<file path="config.mk">
export PLATFORM = sky130hd
export DESIGN_NAME = triangle_scanline_fill_top
export DESIGN_NICKNAME = d
export VERILOG_FILES = /design/src/design/tsf_pkg.sv /design/src/design/triangle_scanline_fill_top.sv /design/src/design/tsf_div.sv
export SDC_FILE = /design/constraint.sdc
export NUM_CORES = 2
export LEC_CHECK = 0
export ABC_AREA = 1
export BUFFER_PORTS_ARGS = -buffer_cell sky130_fd_sc_hd__buf_2
export CAP_MARGIN = 0
export CORE_MARGIN = 2
export CORE_UTILIZATION = 30
export CTS_BUF_LIST = sky130_fd_sc_hd__clkbuf_16
export CTS_CLUSTER_SIZE = 25
export DETAILED_ROUTE_END_ITERATION = 8
export GPL_TIMING_DRIVEN = 0
export PLACE_DENSITY = 0.48
export SLEW_MARGIN = 40
export SYNTH_ARGS = -nofsm -noshare
export SYNTH_HDL_FRONTEND = slang
export SYNTH_SLANG_ARGS = --single-unit
</file>
<file path="constraint.sdc">
create_clock -name clk -period 7 [get_ports clk]
set_clock_uncertainty 0.2 [all_clocks]
set_input_delay 0.7 -clock clk [delete_from_list [all_inputs] [get_ports clk]]
set_output_delay 0.7 -clock clk [all_outputs]
set_load 0.01 [all_outputs]
</file>
<file path="src/design/tsf_pkg.sv">
// Package for the triangle scanline fill block: phase and sequencer types.
// No dependencies.
`timescale 1ns / 1ps
package tsf_pkg;
    typedef enum logic [1:0] {
        PH_IDLE   = 2'd0,
        PH_BOTTOM = 2'd1,
        PH_TOP    = 2'd2
    } phase_t;

    typedef enum logic [3:0] {
        ST_IDLE,
        ST_SORT,
        ST_SPLIT_MUL,
        ST_SPLIT_DIV,
        ST_SPLIT_WAIT,
        ST_SLOPE,
        ST_SLOPE_WAIT,
        ST_OUT
    } state_t;
endpackage

</file>
<file path="src/design/triangle_scanline_fill_top.sv">
// Triangle scanline fill top: sequencer, span stepper and output register.
// Depends on tsf_pkg and tsf_div.
// Load: sort by three compare-exchanges, split multiply, a split division unless the
// triangle is flat, then up to four slope divisions on the one shared divider.
// Advance: one step state, span valid the cycle after; input waits for the span
// transfer before it takes the next item. Reset (rst_n low, async): phase idle,
// all state zero, no output pending.
`timescale 1ns / 1ps
module triangle_scanline_fill_top import tsf_pkg::*; #(
    parameter int COORD_BITS = 12,
    parameter int FRAC_BITS  = 16
) (
    input  logic                  clk,
    input  logic                  rst_n,
    input  logic                  s_tvalid,
    output logic                  s_tready,
    // x0, y0, x1, y1, x2, y2, fill_color from the low bit up, zero padded
    input  logic [((6*COORD_BITS+32+7)/8)*8-1:0] s_tdata,
    // func
    input  logic                  s_tuser,
    output logic                  m_tvalid,
    input  logic                  m_tready,
    // span_y, span_x_lo, span_x_hi, span_color, span_valid, zero padded
    output logic [((3*COORD_BITS+2+33+7)/8)*8-1:0] m_tdata,
    // span_last
    output logic                  m_tlast
);
    localparam int CB  = COORD_BITS;
    localparam int XB  = COORD_BITS + 1;
    localparam int AW  = 2 * COORD_BITS + FRAC_BITS + 4;
    localparam int DB  = COORD_BITS + 2;
    localparam int OW  = ((3*COORD_BITS+2+33+7)/8)*8;

    state_t st_reg, st_next;
    phase_t ph_reg, ph_next;
    logic signed [CB-1:0] vx_reg [3];
    logic signed [CB-1:0] vy_reg [3];
    logic signed [XB-1:0] mx_reg;
    logic [31:0]          col_reg;
    logic signed [CB-1:0] row_reg;
    logic signed [AW-1:0] acc_reg [2];
    logic signed [AW-1:0] slp_reg [4];
    logic [1:0]           sidx_reg;
    logic [1:0]           sortk_reg;
    logic signed [AW-1:0] prod_reg;
    logic [OW-1:0]        od_reg;
    logic                 olast_reg;
    logic                 ov_reg;

    logic                 div_start;
    logic signed [AW-1:0] div_num;
    logic signed [DB-1:0] div_den;
    logic                 div_done;
    logic signed [AW-1:0] div_quo;

    tsf_div #(.NUM_BITS(AW), .DEN_BITS(DB)) u_div (
        .clk(clk), .rst_n(rst_n), .start(div_start), .num(div_num),
        .den(div_den), .done(div_done), .quo(div_quo)
    );

    logic s_xfer, m_xfer;
    assign s_tready = (st_reg == ST_IDLE) && !ov_reg;
    assign s_xfer   = s_tvalid && s_tready;
    assign m_xfer   = m_tvalid && m_tready;
    assign m_tvalid = ov_reg;
    assign m_tdata  = od_reg;
    assign m_tlast  = olast_reg;

    function automatic logic signed [AW-1:0] to_fix(input logic signed [XB:0] v);
        to_fix = AW'(v) <<< FRAC_BITS;
    endfunction

    function automatic logic signed [XB-1:0] ftrunc(input logic signed [AW-1:0] a);
        logic [AW-1:0] m;
        m = a[AW-1] ? AW'(-a) : a;
        m = m >> FRAC_BITS;
        ftrunc = a[AW-1] ? XB'(-m) : XB'(m);
    endfunction

    // slope operands per index
    logic flat_b, flat_t;
    assign flat_b = (vy_reg[1] == vy_reg[2]);
    assign flat_t = !flat_b && (vy_reg[0] == vy_reg[1]);

    logic signed [XB:0] sdx;
    logic signed [DB-1:0] sdy;
    logic                 sact;
    always_comb
    begin
        sdx  = '0;
        sdy  = '0;
        sact = 1'b0;
        case (sidx_reg)
            2'd0:
            begin
                sdx = (XB+1)'(vx_reg[1]) - (XB+1)'(vx_reg[0]);
                sdy = DB'(vy_reg[1]) - DB'(vy_reg[0]);
                sact = !flat_t;
            end
            2'd1:
            begin
                sdx = (flat_b ? (XB+1)'(vx_reg[2]) : (XB+1)'(mx_reg)) - (XB+1)'(vx_reg[0]);
                sdy = flat_b ? DB'(vy_reg[2]) - DB'(vy_reg[0])
                             : DB'(vy_reg[1]) - DB'(vy_reg[0]);
                sact = !flat_t;
            end
            2'd2:
            begin
                sdx = (flat_t ? (XB+1)'(vx_reg[2]) - (XB+1)'(vx_reg[0])
                              : (XB+1)'(vx_reg[2]) - (XB+1)'(vx_reg[1]));
                sdy = flat_t ? DB'(vy_reg[2]) - DB'(vy_reg[0])
                             : DB'(vy_reg[2]) - DB'(vy_reg[1]);
                sact = !flat_b;
            end
            default:
            begin
                sdx = (flat_t ? (XB+1)'(vx_reg[2]) - (XB+1)'(vx_reg[1])
                              : (XB+1)'(vx_reg[2]) - (XB+1)'(mx_reg));
                sdy = DB'(vy_reg[2]) - DB'(vy_reg[1]);
                sact = !flat_b;
            end
        endcase
    end

    always_comb
    begin
        st_next   = st_reg;
        div_start = 1'b0;
        div_num   = '0;
        div_den   = '0;
        case (st_reg)
            ST_IDLE:
                if (s_xfer) st_next = s_tuser ? ST_OUT : ST_SORT;
            ST_SORT:
                if (sortk_reg == 2'd2) st_next = ST_SPLIT_MUL;
            ST_SPLIT_MUL:
                st_next = (flat_b || flat_t) ? ST_SLOPE : ST_SPLIT_DIV;
            ST_SPLIT_DIV:
            begin
                div_start = 1'b1;
                div_num   = prod_reg;
                div_den   = DB'(vy_reg[2]) - DB'(vy_reg[0]);
                st_next   = ST_SPLIT_WAIT;
            end
            ST_SPLIT_WAIT:
                if (div_done) st_next = ST_SLOPE;
            ST_SLOPE:
                if (sact && sdy != '0)
                begin
                    div_start = 1'b1;
                    div_num   = to_fix(sdx);
                    div_den   = sdy;
                    st_next   = ST_SLOPE_WAIT;
                end
                else if (sidx_reg == 2'd3)
                    st_next = ST_IDLE;
            ST_SLOPE_WAIT:
                if (div_done) st_next = (sidx_reg == 2'd3) ? ST_IDLE : ST_SLOPE;
            ST_OUT:
                st_next = ST_IDLE;
            default:
                st_next = ST_IDLE;
        endcase
    end

    logic signed [XB-1:0] xa, xb;
    assign xa = ftrunc(acc_reg[0]);
    assign xb = ftrunc(acc_reg[1]);

    logic signed [XB-1:0] xlo, xhi;
    assign xlo = (xa < xb) ? xa : xb;
    assign xhi = (xa < xb) ? xb : xa;

    always_ff @(posedge clk or negedge rst_n)
    begin
        if (!rst_n)
        begin
            st_reg    <= ST_IDLE;
            ph_reg    <= PH_IDLE;
            ov_reg    <= 1'b0;
            olast_reg <= 1'b0;
            od_reg    <= '0;
            sidx_reg  <= '0;
            sortk_reg <= '0;
            row_reg   <= '0;
            mx_reg    <= '0;
            col_reg   <= '0;
            prod_reg  <= '0;
            for (int i = 0; i < 3; i++)
            begin
                vx_reg[i] <= '0;
                vy_reg[i] <= '0;
            end
            for (int i = 0; i < 2; i++) acc_reg[i] <= '0;
            for (int i = 0; i < 4; i++) slp_reg[i] <= '0;
        end
        else
        begin
            st_reg <= st_next;
            if (m_xfer) ov_reg <= 1'b0;
            else if (st_reg == ST_OUT) ov_reg <= 1'b1;
            case (st_reg)
                ST_IDLE:
                    if (s_xfer && !s_tuser)
                    begin
                        vx_reg[0] <= s_tdata[CB-1:0];
                        vy_reg[0] <= s_tdata[2*CB-1:CB];
                        vx_reg[1] <= s_tdata[3*CB-1:2*CB];
                        vy_reg[1] <= s_tdata[4*CB-1:3*CB];
                        vx_reg[2] <= s_tdata[5*CB-1:4*CB];
                        vy_reg[2] <= s_tdata[6*CB-1:5*CB];
                        col_reg   <= s_tdata[6*CB+31:6*CB];
                        sortk_reg <= '0;
                        sidx_reg  <= '0;
                        ph_reg    <= PH_IDLE;
                        for (int i = 0; i < 4; i++) slp_reg[i] <= '0;
                    end
                ST_SORT:
                begin
                    // one compare-exchange per cycle: (0,1), (1,2), (0,1)
                    if (sortk_reg == 2'd1)
                    begin
                        if (vy_reg[2] < vy_reg[1])
                        begin
                            vx_reg[1] <= vx_reg[2]; vy_reg[1] <= vy_reg[2];
                            vx_reg[2] <= vx_reg[1]; vy_reg[2] <= vy_reg[1];
                        end
                    end
                    else if (vy_reg[1] < vy_reg[0])
                    begin
                        vx_reg[0] <= vx_reg[1]; vy_reg[0] <= vy_reg[1];
                        vx_reg[1] <= vx_reg[0]; vy_reg[1] <= vy_reg[0];
                    end
                    sortk_reg <= sortk_reg + 1'b1;
                end
                ST_SPLIT_MUL:
                begin
                    prod_reg <= AW'((DB'(vx_reg[2]) - DB'(vx_reg[0]))
                                  * (DB'(vy_reg[1]) - DB'(vy_reg[0])));
                    if (flat_b)
                    begin
                        mx_reg  <= XB'(vx_reg[2]);
                        row_reg <= vy_reg[0];
                        ph_reg  <= PH_BOTTOM;
                        acc_reg[0] <= to_fix((XB+1)'(vx_reg[0]));
                        acc_reg[1] <= to_fix((XB+1)'(vx_reg[0]));
                    end
                    else if (flat_t)
                    begin
                        mx_reg  <= XB'(vx_reg[1]);
                        row_reg <= vy_reg[2];
                        ph_reg  <= PH_TOP;
                        acc_reg[0] <= to_fix((XB+1)'(vx_reg[2]));
                        acc_reg[1] <= to_fix((XB+1)'(vx_reg[2]));
                    end
                    else
                    begin
                        row_reg <= vy_reg[0];
                        ph_reg  <= PH_BOTTOM;
                        acc_reg[0] <= to_fix((XB+1)'(vx_reg[0]));
                        acc_reg[1] <= to_fix((XB+1)'(vx_reg[0]));
                    end
                end
                ST_SPLIT_WAIT:
                    if (div_done) mx_reg <= XB'(div_quo) + XB'(vx_reg[0]);
                ST_SLOPE:
                    if (!(sact && sdy != '0)) sidx_reg <= sidx_reg + 1'b1;
                ST_SLOPE_WAIT:
                    if (div_done)
                    begin
                        slp_reg[sidx_reg] <= div_quo;
                        sidx_reg <= sidx_reg + 1'b1;
                    end
                ST_OUT:
                begin
                    if (ph_reg inside {PH_BOTTOM, PH_TOP})
                    begin
                        od_reg <= OW'({1'b1, col_reg, xhi, xlo, row_reg});
                        if (ph_reg == PH_BOTTOM)
                        begin
                            if (row_reg >= vy_reg[1])
                            begin
                                if (!flat_b)
                                begin
                                    olast_reg  <= 1'b0;
                                    ph_reg     <= PH_TOP;
                                    row_reg    <= vy_reg[2];
                                    acc_reg[0] <= to_fix((XB+1)'(vx_reg[2]));
                                    acc_reg[1] <= to_fix((XB+1)'(vx_reg[2]));
                                end
                                else
                                begin
                                    ph_reg    <= PH_IDLE;
                                    olast_reg <= 1'b1;
                                end
                            end
                            else
                            begin
                                olast_reg  <= 1'b0;
                                acc_reg[0] <= acc_reg[0] + slp_reg[0];
                                acc_reg[1] <= acc_reg[1] + slp_reg[1];
                                row_reg    <= row_reg + 1'b1;
                            end
                        end
                        else
                        begin
                            if (DB'(row_reg) <= DB'(vy_reg[1]) + DB'(1))
                            begin
                                ph_reg    <= PH_IDLE;
                                olast_reg <= 1'b1;
                            end
                            else
                            begin
                                olast_reg  <= 1'b0;
                                acc_reg[0] <= acc_reg[0] - slp_reg[2];
                                acc_reg[1] <= acc_reg[1] - slp_reg[3];
                                row_reg    <= row_reg - 1'b1;
                            end
                        end
                    end
                    else
                    begin
                        od_reg    <= '0;
                        olast_reg <= 1'b0;
                    end
                end
                default: ;
            endcase
        end
    end
endmodule

</file>
<file path="src/design/tsf_div.sv">
// Shared restoring divider: signed truncating quotient, one bit per cycle.
// Depends on nothing but the parameters passed from the top level.
`timescale 1ns / 1ps
module tsf_div #(
    parameter int NUM_BITS = 48,
    parameter int DEN_BITS = 18
) (
    input  logic                       clk,
    input  logic                       rst_n,
    input  logic                       start,
    input  logic signed [NUM_BITS-1:0] num,
    input  logic signed [DEN_BITS-1:0] den,
    output logic                       done,
    output logic signed [NUM_BITS-1:0] quo
);
    localparam int CW = $clog2(NUM_BITS + 1);

    logic [NUM_BITS-1:0] q_reg, q_next;
    logic [DEN_BITS:0]   r_reg, r_next;
    logic [DEN_BITS-1:0] d_reg, d_next;
    logic                neg_reg, neg_next;
    logic [CW-1:0]       cnt_reg, cnt_next;
    logic                busy_reg, busy_next;
    logic                done_reg, done_next;
    logic [DEN_BITS+1:0] trial;

    always_comb
    begin
        q_next    = q_reg;
        r_next    = r_reg;
        d_next    = d_reg;
        neg_next  = neg_reg;
        cnt_next  = cnt_reg;
        busy_next = busy_reg;
        done_next = 1'b0;
        trial     = '0;
        if (start)
        begin
            q_next    = num[NUM_BITS-1] ? NUM_BITS'(-num) : num;
            d_next    = den[DEN_BITS-1] ? DEN_BITS'(-den) : den;
            neg_next  = num[NUM_BITS-1] ^ den[DEN_BITS-1];
            r_next    = '0;
            cnt_next  = CW'(NUM_BITS);
            busy_next = 1'b1;
        end
        else if (busy_reg)
        begin
            trial = {r_reg, q_reg[NUM_BITS-1]} - {2'b00, d_reg};
            if (!trial[DEN_BITS+1])
            begin
                r_next = trial[DEN_BITS:0];
                q_next = {q_reg[NUM_BITS-2:0], 1'b1};
            end
            else
            begin
                r_next = {r_reg[DEN_BITS-1:0], q_reg[NUM_BITS-1]};
                q_next = {q_reg[NUM_BITS-2:0], 1'b0};
            end
            cnt_next = cnt_reg - 1'b1;
            if (cnt_reg == CW'(1))
            begin
                busy_next = 1'b0;
                done_next = 1'b1;
            end
        end
    end

    always_ff @(posedge clk or negedge rst_n)
    begin
        if (!rst_n)
        begin
            busy_reg <= 1'b0;
            done_reg <= 1'b0;
            cnt_reg  <= '0;
        end
        else
        begin
            busy_reg <= busy_next;
            done_reg <= done_next;
            cnt_reg  <= cnt_next;
        end
    end

    always_ff @(posedge clk)
    begin
        q_reg   <= q_next;
        r_reg   <= r_next;
        d_reg   <= d_next;
        neg_reg <= neg_next;
    end

    assign done = done_reg;
    assign quo  = neg_reg ? NUM_BITS'(-q_reg) : q_reg;
endmodule

</file>
==> results.py <==
metrics = {
    "run_status": {
        "outcome": "complete, but fails checks",
        "violations": "negative setup slack",
    },
    "drt": {
        "post_drt_wl_per_cell_um": 24.4,
        "routed_wl_mm": 254,
        "first_pass_iters": 7,
        "drtAntennaViolNets": 0,
        "vias_per_cell": 5.28,
        "num_vias": 54958,
        "route.detailed.drc": 0,
        "drt_iter0_markers": 4404,
    },
    "floorplan": {
        "num_io_pins": 184,
        "dieArea_um2": 182000,
        "initial_utilization_pct": 30.2,
        "core_um2": 178000,
        "rows": 155,
        "die_x_um": 427,
        "die_h_um": 427,
    },
    "logic_synthesis": {
        "synth_edf_count": 59,
        "synth-seq-cells": 583,
        "synth_mux_area_share_pct": 0.0186,
        "synthCells": 7580,
        "synth_xor_area_share_pct": 4.45,
        "ys.flop_type": "dfrtp_1",
        "async_flop_share_pct": 87.3,
        "synthTopCellsByCount": "nand2_1, inv_1, o21ai_0",
        "synth_top_family_by_area": "simple AND/OR/NAND/NOR gates",
        "synth_compound_area_share_pct": 19.3,
        "yosysSeqAreaShare_pct": 27.6,
        "synth_top_area_cell": "dfrtp_1",
        "syn_area_um2": 53700,
        "ys_warn_count": 0,
        "yosysTopAreaCellShare_pct": 23.7,
        "synth_simple_gate_area_share_pct": 22.6,
        "synth.area.top_cells": "dfrtp_1, nand2_1, ha_1",
        "synthAdderAreaFrac_pct": 16.3,
        "synth_cell_types": 70,
        "syn_avg_cell_area_um2": 7.08,
        "synth_most_common_cell": "nand2_1",
    },
    "sta": {
        "rsz0062_at_grt": "yes",
        "drv_slew": 0,
        "finalCriticalPeriod_ns": 7.36,
        "tightest_slew_ns": 0.963,
        "max_freq_mhz": 136,
        "setup_viol": 6,
        "min_period_over_period_pct": 105,
        "hold_viol": 0,
        "relSlewSlack_pct": 35.8,
        "setup_ws_ns": -0.359,
    },
    "final_layout": {
        "final_core_util_pct": 35.3,
        "largest_reg_flops": 176,
        "multi_input_area_um2": 34700,
        "nets": 8692,
        "area_growth_pct": 17.1,
        "fillers": 19344,
        "drive_gt1_share_pct": 9.81,
        "seq_area_um2": 14800,
    },
    "global_routing": {
        "track_usage_pct": 27.4,
        "grt_pass1_wl_mm": 367,
        "gr-total-overflow": 0,
        "grt_pass1_vias": 54468,
        "grt_max_degree": 70,
        "antenna_found_initial": 13,
    },
    "critical_path": {
        "cp_data_arrival_time_ns": 7.71,
        "cp-start-kind": "register",
        "slowest_stage": "fa_1",
        "cpMostUsedCell": "fa_1",
        "path_class": "reg2reg",
        "path_delay_family": "adder cells",
        "cp_max_fo": 6,
        "cpPeakStageDelay_ns": 0.54,
        "path_buf_inv": 6,
        "crit_required_ns": 7.35,
        "cp-end-kind": "register",
    },
    "job": {
        "maxCapViolCount": 0,
    },
    "placement": {
        "gp_congestion": 1.01,
        "io_buffers": 182,
        "hpwl_mm": 206,
    },
    "min_path": {
        "hold_path_class": "in2reg",
    },
    "clocking": {
        "cts_htree_levels": 3,
        "root_buffer": "clkbuf_16",
        "clkSinkCount": 583,
        "clock_path_buffers": 3,
        "numCtsBuffers": 78,
        "cts_tree": "built",
        "path_clk_slew_ns": 0.06,
        "worstSkewPairLatency_ns": 0.72,
    },
}
[cells by family (layout without fill, tap and decap cells)]
kind of cell	count (synthesis)	count (layout)
fa+ha+maj	595	595
simple gates	2932	2932
flops	583	583
mux	1	1
xor+xnor	273	273
compound gates	1830	1830
other cells	1	9
buf+inv	1365	1834
[repair_timing]
action                                  CTS  global route
hold endpoints to repair                 67             0
resized for setup                       202            50
endpoints found under the setup margin   16            13
pin swaps                                37            42
buffers inserted                         79            22
hold buffers                             33             0
[worst register-to-register path, delay by kind of cell, from the launching register on]
kind,cells,cell delay [ns]
fa+ha+maj,8,3.69
flops,1,0.43
simple gates,4,0.54
buf+inv,6,0.81
xor+xnor,1,0.25
compound gates,10,1.31
[cell type report]
class | instances | area share (%)
inverter | 1142 | 7.02
clock inverter | 60 | 0.816
tap | 2355 | 4.69
timing repair buffer | 328 | 3.69
clock buffer | 82 | 3.26
multi-input combinational | 5633 | 55.2
buffer | 222 | 1.65
sequential | 583 | 23.6
antenna | 7 | 0.0279
[metal layers]
layer / vias to the layer above / track usage [%] / part of all wire [%] / routed length, um
met5: - / 0.265 / 0.097 / 247
li1: 25891 / - / - / -
met4: 8 / 14.1 / 5.7 / 14500
met3: 422 / 3.64 / 6.2 / 15800
met1: 26786 / 34.8 / 42 / 105000
met2: 1851 / 45.5 / 46 / 118000
[cells in the final DEF, fill, tap and decap left out, types with 25 or more instances in the layout]
cell type      count
clkinvlp_4        31
nor3_1            67
o21ai_0          706
xor2_1           170
dlygate4sd3_1     33
o211ai_1         111
a22oi_1           28
inv_1           1098
o21a_1            28
clkbuf_2          34
fa_1             169
nor4_1            37
clkbuf_1         136
edfxtp_1          59
dfrtp_1          492
nand2_1         1637
nor2_2            25
a31oi_1           92
a21oi_1          563
ha_1             382
or2_2             48
nand4_1           72
o22ai_1           87
nand3_1          280
buf_2            203
clkbuf_16         83
nor2_1           668
ha_4              34
a21o_1            28
xnor2_1           78
o21ai_1           26
buf_4            101
[stage by stage]
stage                     hold WS (ns)  std cells  setup slack (ns)  instance area, um2   TNS, ns
after floorplan                  0.204       7581           0.00951               53700         0
after global placement           0.261      10118             -7.38               57600  -3259.59
after detailed placement         0.263      10130             -1.78               58100    -14.09
after CTS                      0.00951      10383            -0.320               62500    -0.533
after global routing            0.0777      10406            -0.548               62900     -2.38
final                           0.0677      10412            -0.359               62900    -0.982
[path summary, 6_finish.rpt]
check	from	end	slack, ns	cells past startpoint
setup / recovery	vx_reg[34]	prod_reg[42]	-0.36	29
hold / removal	s_tdata[94]	col_reg[22]	0.07	3
setup reg to reg	vx_reg[34]	prod_reg[42]	-0.36	29
hold reg to reg	u_div.cnt_reg[5]	u_div.done	0.26	1
max in group asynchronous	rst_n	m_tdata[59]	4.54	6
min in group asynchronous	rst_n	m_tdata[20]	0.29	2
Power is left out: the tool's default activity adds up to more than one toggle a clock period on the data nets, which glitch-free logic cannot reach.
